File: config.mk
export PLATFORM = sky130hd
export DESIGN_NAME = ies_coef_unit
export DESIGN_NICKNAME = d
export VERILOG_FILES = /design/src/design/ies_pkg.sv /design/src/design/ies_coef_unit.sv
export SDC_FILE = /design/constraint.sdc
export NUM_CORES = 2
export LEC_CHECK = 0
export BUFFER_PORTS_ARGS = -buffer_cell sky130_fd_sc_hd__buf_2
export CAP_MARGIN = 25
export CORE_MARGIN = 2
export CORE_UTILIZATION = 30
export CTS_BUF_LIST = sky130_fd_sc_hd__clkbuf_16
export CTS_CLUSTER_SIZE = 16
export DETAILED_ROUTE_END_ITERATION = 8
export PLACE_DENSITY = 0.46
export REMOVE_ABC_BUFFERS = 1
export SLEW_MARGIN = 20
export SYNTH_ARGS = -nofsm -noshare
export SYNTH_HDL_FRONTEND = slang
export SYNTH_SLANG_ARGS = --single-unit
File: constraint.sdc
create_clock -name clk -period 16.6 [get_ports clk]
set_clock_uncertainty 0.1 [all_clocks]
set_input_delay 0.83 -clock clk [delete_from_list [all_inputs] [get_ports clk]]
set_output_delay 0.83 -clock clk [all_outputs]
set_load 0.05 [all_outputs]
File: src/design/ies_pkg.sv
// Package for the isotropic elastic stress block: widths, register indexes,
// reset configuration and the beat and coefficient struct types.
// No dependencies.
package ies_pkg;

    localparam int STRAIN_W    = 32;
    localparam int STRESS_W    = 64;
    localparam int COEF_W      = 56;
    localparam int YOUNG_W     = 32;
    localparam int POISSON_W   = 15;
    localparam int CFG_DATA_W  = 32;
    localparam int CFG_INDEX_W = 1;

    localparam logic [CFG_INDEX_W-1:0] REG_YOUNG_MODULUS = 1'd0;
    localparam logic [CFG_INDEX_W-1:0] REG_POISSON_RATIO = 1'd1;

    localparam logic [YOUNG_W-1:0]   YOUNG_RESET   = 32'd210000;
    localparam logic [POISSON_W-1:0] POISSON_RESET = 15'd19661;

    localparam logic [COEF_W-1:0] COEF_MAX = {COEF_W{1'b1}};

    typedef struct packed {
        logic signed [STRAIN_W-1:0] strain_xx;
        logic signed [STRAIN_W-1:0] strain_yy;
        logic signed [STRAIN_W-1:0] strain_zz;
        logic signed [STRAIN_W-1:0] strain_xy;
        logic signed [STRAIN_W-1:0] strain_yz;
        logic signed [STRAIN_W-1:0] strain_xz;
    } strain_t;

    typedef struct packed {
        logic signed [STRESS_W-1:0] stress_xx;
        logic signed [STRESS_W-1:0] stress_yy;
        logic signed [STRESS_W-1:0] stress_zz;
        logic signed [STRESS_W-1:0] stress_xy;
        logic signed [STRESS_W-1:0] stress_yz;
        logic signed [STRESS_W-1:0] stress_xz;
        logic [COEF_W-1:0]          coef_normal_diag;
        logic [COEF_W-1:0]          coef_normal_off;
        logic [COEF_W-1:0]          coef_shear;
    } result_t;

    typedef struct packed {
        logic [COEF_W-1:0] diag;
        logic [COEF_W-1:0] off;
        logic [COEF_W-1:0] shear;
    } coef_t;

endpackage

File: src/design/ies_coef_unit.sv
// Configuration registers and stiffness coefficient derivation for the
// isotropic elastic stress block: a shared restoring divider, one bit a cycle.
// Depends on ies_pkg.
module ies_coef_unit
    import ies_pkg::*;
(
    input  logic                   clk,
    input  logic                   rst_n,
    input  logic                   cfg_write,
    input  logic [CFG_INDEX_W-1:0] cfg_index,
    input  logic [CFG_DATA_W-1:0]  cfg_data,
    output logic                   busy,
    output coef_t                  coef
);

    localparam int DIV_W  = 72;
    localparam int DEN_W  = 33;
    localparam int REM_W  = DEN_W + 1;
    localparam int CNT_W  = $clog2(DIV_W + 1);
    localparam int FRAC_A = 24;
    localparam int FRAC_G = 23;

    localparam logic [1:0] TERM_DIAG  = 2'd0;
    localparam logic [1:0] TERM_OFF   = 2'd1;
    localparam logic [1:0] TERM_SHEAR = 2'd2;

    typedef enum logic [3:0] {
        ST_IDLE  = 4'b0001,
        ST_SETUP = 4'b0010,
        ST_LOAD  = 4'b0100,
        ST_DIV   = 4'b1000
    } deriv_state_t;

    deriv_state_t           state_reg, state_next;
    logic [1:0]             term_reg, term_next;
    logic [CNT_W-1:0]       count_reg, count_next;
    logic [YOUNG_W-1:0]     young_reg, young_next;
    logic [POISSON_W-1:0]   poisson_reg, poisson_next;

    logic [47:0]            prod_diag_reg, prod_diag_next;
    logic [46:0]            prod_off_reg, prod_off_next;
    logic [DEN_W-1:0]       den_reg, den_next;
    logic [16:0]            gsh_reg, gsh_next;
    logic [DIV_W-1:0]       num_reg, num_next;
    logic [DIV_W-1:0]       quot_reg, quot_next;
    logic [REM_W-1:0]       rem_reg, rem_next;
    logic [DEN_W-1:0]       divisor_reg, divisor_next;
    coef_t                  coef_reg, coef_next;

    logic [16:0]            nu17;
    logic [16:0]            one_minus_nu;
    logic [16:0]            one_minus_2nu;
    logic [48:0]            diag_prod;
    logic [46:0]            off_prod;
    logic [33:0]            den_full;
    logic [REM_W-1:0]       trial;
    logic                   qbit;
    logic [DIV_W-1:0]       quot_final;
    logic [COEF_W-1:0]      coef_sat;

    assign nu17          = {2'b00, poisson_reg};
    assign gsh_next      = 17'h10000 + nu17;
    assign one_minus_nu  = 17'h10000 - nu17;
    assign one_minus_2nu = 17'h10000 - {1'b0, poisson_reg, 1'b0};
    assign diag_prod     = young_reg * one_minus_nu;
    assign off_prod      = young_reg * poisson_reg;
    assign den_full      = gsh_next * one_minus_2nu;

    assign trial      = {rem_reg[REM_W-2:0], num_reg[DIV_W-1]};
    assign qbit       = (trial >= {1'b0, divisor_reg});
    assign quot_final = {quot_reg[DIV_W-2:0], qbit};
    assign coef_sat   = (|quot_final[DIV_W-1:COEF_W]) ? COEF_MAX : quot_final[COEF_W-1:0];

    always_comb
    begin
        state_next     = state_reg;
        term_next      = term_reg;
        count_next     = count_reg;
        young_next     = young_reg;
        poisson_next   = poisson_reg;
        prod_diag_next = prod_diag_reg;
        prod_off_next  = prod_off_reg;
        den_next       = den_reg;
        num_next       = num_reg;
        quot_next      = quot_reg;
        rem_next       = rem_reg;
        divisor_next   = divisor_reg;
        coef_next      = coef_reg;

        case (state_reg)
            ST_IDLE:
            begin
            end
            ST_SETUP:
            begin
                prod_diag_next = diag_prod[47:0];
                prod_off_next  = off_prod;
                den_next       = den_full[DEN_W-1:0];
                term_next      = TERM_DIAG;
                state_next     = ST_LOAD;
            end
            ST_LOAD:
            begin
                rem_next   = '0;
                quot_next  = '0;
                count_next = CNT_W'(DIV_W);
                case (term_reg)
                    TERM_DIAG:
                    begin
                        num_next     = {prod_diag_reg, {FRAC_A{1'b0}}}
                                     + {40'b0, den_reg[DEN_W-1:1]};
                        divisor_next = den_reg;
                    end
                    TERM_OFF:
                    begin
                        num_next     = {1'b0, prod_off_reg, {FRAC_A{1'b0}}}
                                     + {40'b0, den_reg[DEN_W-1:1]};
                        divisor_next = den_reg;
                    end
                    default:
                    begin
                        num_next     = {17'b0, young_reg, {FRAC_G{1'b0}}}
                                     + {56'b0, gsh_reg[16:1]};
                        divisor_next = {16'b0, gsh_reg};
                    end
                endcase
                state_next = ST_DIV;
            end
            ST_DIV:
            begin
                rem_next   = qbit ? (trial - {1'b0, divisor_reg}) : trial;
                num_next   = {num_reg[DIV_W-2:0], 1'b0};
                quot_next  = quot_final;
                count_next = count_reg - CNT_W'(1);
                if (count_reg == CNT_W'(1))
                begin
                    case (term_reg)
                        TERM_DIAG:
                        begin
                            coef_next.diag = coef_sat;
                            term_next      = TERM_OFF;
                            state_next     = ST_LOAD;
                        end
                        TERM_OFF:
                        begin
                            coef_next.off = coef_sat;
                            term_next     = TERM_SHEAR;
                            state_next    = ST_LOAD;
                        end
                        default:
                        begin
                            coef_next.shear = coef_sat;
                            state_next      = ST_IDLE;
                        end
                    endcase
                end
            end
            default:
            begin
                state_next = ST_SETUP;
            end
        endcase

        // restart the derivation on any register write
        if (cfg_write)
        begin
            case (cfg_index)
                REG_YOUNG_MODULUS:
                begin
                    young_next = cfg_data[YOUNG_W-1:0];
                    state_next = ST_SETUP;
                end
                REG_POISSON_RATIO:
                begin
                    poisson_next = cfg_data[POISSON_W-1:0];
                    state_next   = ST_SETUP;
                end
                default:
                begin
                end
            endcase
        end
    end

    always_ff @(posedge clk or negedge rst_n)
    begin
        if (!rst_n)
        begin
            state_reg   <= ST_SETUP;
            term_reg    <= TERM_DIAG;
            count_reg   <= '0;
            young_reg   <= YOUNG_RESET;
            poisson_reg <= POISSON_RESET;
        end
        else
        begin
            state_reg   <= state_next;
            term_reg    <= term_next;
            count_reg   <= count_next;
            young_reg   <= young_next;
            poisson_reg <= poisson_next;
        end
    end

    always_ff @(posedge clk)
    begin
        prod_diag_reg <= prod_diag_next;
        prod_off_reg  <= prod_off_next;
        den_reg       <= den_next;
        gsh_reg       <= gsh_next;
        num_reg       <= num_next;
        quot_reg      <= quot_next;
        rem_reg       <= rem_next;
        divisor_reg   <= divisor_next;
        coef_reg      <= coef_next;
    end

    assign busy = (state_reg != ST_IDLE);
    assign coef = coef_reg;

endmodule

==> results.yml <==
clocking:
  cts.path.max_buffers: 3
  cts-htree-levels: 3
  clock_sinks: 578
  cts-root-buf: "clkbuf_16"
  cts_buffers: 71
  path_clk_slew_ps: 60
  cts_tree: "yes"
  post_cts_resize_count: 0
  worstSkewPairLatency_ps: 700
global_route:
  grt_first_pass_wirelength_mm: 294
  grt_max_degree: 132
  grt.total_usage_pct: 17.2
  overflow: 0
  grt_pass1_vias: 48400
  antenna_found_initial: 13
worst_setup_path:
  required_ps: 16940
  path_class: "flop to flop"
  crit_path_start_kind: "flop"
  cpMaxStageDelayCell: "ha_1"
  cp_slowest_stage_delay_ps: 960
  cp.arrival_ps: 10520
  crit_fanout: 27
  end_kind: "flop"
  crit_top_cell: "fa_1"
timing:
  whs_ps: 272
  setup_ws_ps: 6420
  rsz0062_at_grt: "no"
  maxSlewViolCount: 0
  max_slew_margin_pct: 12.5
  setup_viol: 0
  max_freq_mhz: 98.2
  fin_setup_tns_ps: 0
  period_minus_slack_ps: 10180
  tightestPinTransition_ps: 1280
  fin_crit_sh_pct: 61.3
  hold_viol_final: 0
yosys:
  syn_inst: 6470
  synth.distinct_cells: 83
  synth_top_family_by_area: "adder cells"
  syn_avg_cell_area_um2: 10.1
  synth_compound_area_share_pct: 5.52
  ys_ff_latch: 578
  synthMuxAreaShare_pct: 2.34
  yosys_warnings: 0
  synth_edf_count: 503
  synth_fa_ha_area_share_pct: 39.4
  async_reset_ff_share_pct: 10.4
  synth-xor-area-share_pct: 2.57
  synth_area_mm2: 0.0653
  ys_seq_area_share_pct: 25.9
  ys.flop_type: "edfxtp_1"
  synth_simple_gate_area_share_pct: 15.1
run:
  cap_violations: 0
detailed_routing:
  wire_per_inst_um: 19.7
  wirelength_mm: 186
  dr_total_vias: 44400
  avgViaCountPerCell: 4.70
  initialDrtViolationCount: 2873
  first_pass_iters: 5
  ant_nets: 0
  drc: 0
die:
  start_util_pct: 30.1
  die_w_um: 470
  die_h_um: 470
  dieArea_mm2: 0.221
  fp-row-count: 171
  pin_count: 205
  fp.coreArea_mm2: 0.217
min_path:
  hold_class: "input port to flop"
placement:
  place_inst: 9303
  gp_congestion: 0.843
  place_hpwl_mm: 137
  numPortBuffers: 204
  post-place-ws_ps: 6380
final_layout:
  area_delta_synth_final_pct: 10.0
  finalNonFillerCells: 9435
  layout.nets: 7996
  final_common_cell: "inv_1"
  largest_reg_flops: 168
  drive_gt1_share_pct: 8.74
  layout_common_cells: "1261 x inv_1, 1030 x fa_1, 750 x nand2_1"
outcome:
  status: "completed"
[synthesized netlist by cell type, types with 5 or more instances]
library cell	instances	area [µm²]
o21ai_0	112	561
buf_2	5	25.0
nor2b_1	243	1520
a311oi_1	6	52.6
o21a_1	17	128
and3_1	34	213
nand2b_1	203	1270
nand3b_1	7	52.6
nor3_1	25	125
ha_1	407	5090
dfrtp_1	44	1100
clkinv_1	5	18.8
o21bai_1	23	173
nor2_1	232	871
a211oi_1	20	150
xor2_1	60	526
mux2i_1	69	691
a221oi_1	6	52.6
buf_1	16	60.1
and2_1	293	1830
mux2_2	70	788
edfxtp_1	503	15100
o211ai_1	15	113
fa_1	1030	20600
xnor2_1	129	1130
nand3_1	65	325
or2_2	63	394
or3_1	10	62.6
inv_1	1244	4670
a211o_1	9	78.8
clkbuf_1	299	1120
dfxtp_1	15	300
o31ai_1	8	60.1
a31oi_1	23	144
nor4_1	8	50.1
nand4_1	20	125
a21oi_1	196	981
a21boi_0	9	67.6
nand2_1	752	2820
dfstp_2	16	420
a41oi_1	5	43.8
a21o_1	81	608
[logic make-up after synthesis]
logic type	Yosys count
AO/OA/AOI/OAI	571
XOR/XNOR	190
adder cells (fa/ha/maj)	1437
buffers and inverters	1573
flip-flops	578
multiplexers	141
other	2
AND/OR/NAND/NOR	1978
[final timing paths]
kind / endpoint / startpoint / cells past startpoint / slack, ps
worst min-delay path: young_reg[22]$_DFFE_PN0P_ / cfg_data[22] / 2 / 270
worst max register to register: prod_diag_reg[46]$_DFFE_PP_ / poisson_reg[0]$_DFFE_PN1P_ / 28 / 6420
worst min register to register: count_reg[5]$_DFFE_PN0N_ / count_reg[5]$_DFFE_PN0N_ / 1 / 390
min in group asynchronous: young_reg[3]$_DFFE_PN0P_ / rst_n / 2 / 460
max in group asynchronous: young_reg[15]$_DFFE_PN0P_ / rst_n / 3 / 14770
worst max-delay path: prod_diag_reg[46]$_DFFE_PP_ / poisson_reg[0]$_DFFE_PN1P_ / 28 / 6420
[timing repair]
| action | 4_1_cts | 5_1_grt |
|---|---|---|
| hold buffers | 1 | 0 |
| hold endpoints to repair | 4 | 0 |
| buffers inserted | 0 | 0 |
[layout make-up]
cell class / instances / area, µm²
diodes: 1 / 2.50
clock buffers: 71 / 1780
clock inverters: 59 / 576
fillers: 22300 / 145000
inverters: 1250 / 4700
multi-input cells: 4332 / 42500
flip-flops and latches: 578 / 16900
well taps: 2854 / 3570
repair buffers: 290 / 1710
[critical path, delay by kind of cell, from the launching register on]
kind | cells | cell delay (ps)
flip-flops | 1 | 870
AO/OA/AOI/OAI | 7 | 2360
adder cells (fa/ha/maj) | 9 | 4580
XOR/XNOR | 1 | 160
buffers and inverters | 6 | 1090
AND/OR/NAND/NOR | 5 | 780
[metal layers]
metal / global-route usage [%] / share of wire (%) / vias up
met5: 0 / 0.0070 / -
li1: - / - / 20100
met4: 3.66 / 2.1 / 2
met1: 24.2 / 46 / 23000
met2: 28.6 / 47 / 1077
met3: 1.86 / 4.6 / 161
[stage by stage]
step	instance area (µm²)	utilization (%)
after floorplan	64100	-
after global placement	69400	32.0
after detailed placement	69400	32.0
after CTS	71800	33.1
after global routing	71800	33.1
final	71800	33.1
Power is left out: the tool's default activity adds up to more than one toggle a clock period on the data nets, which glitch-free logic cannot reach.
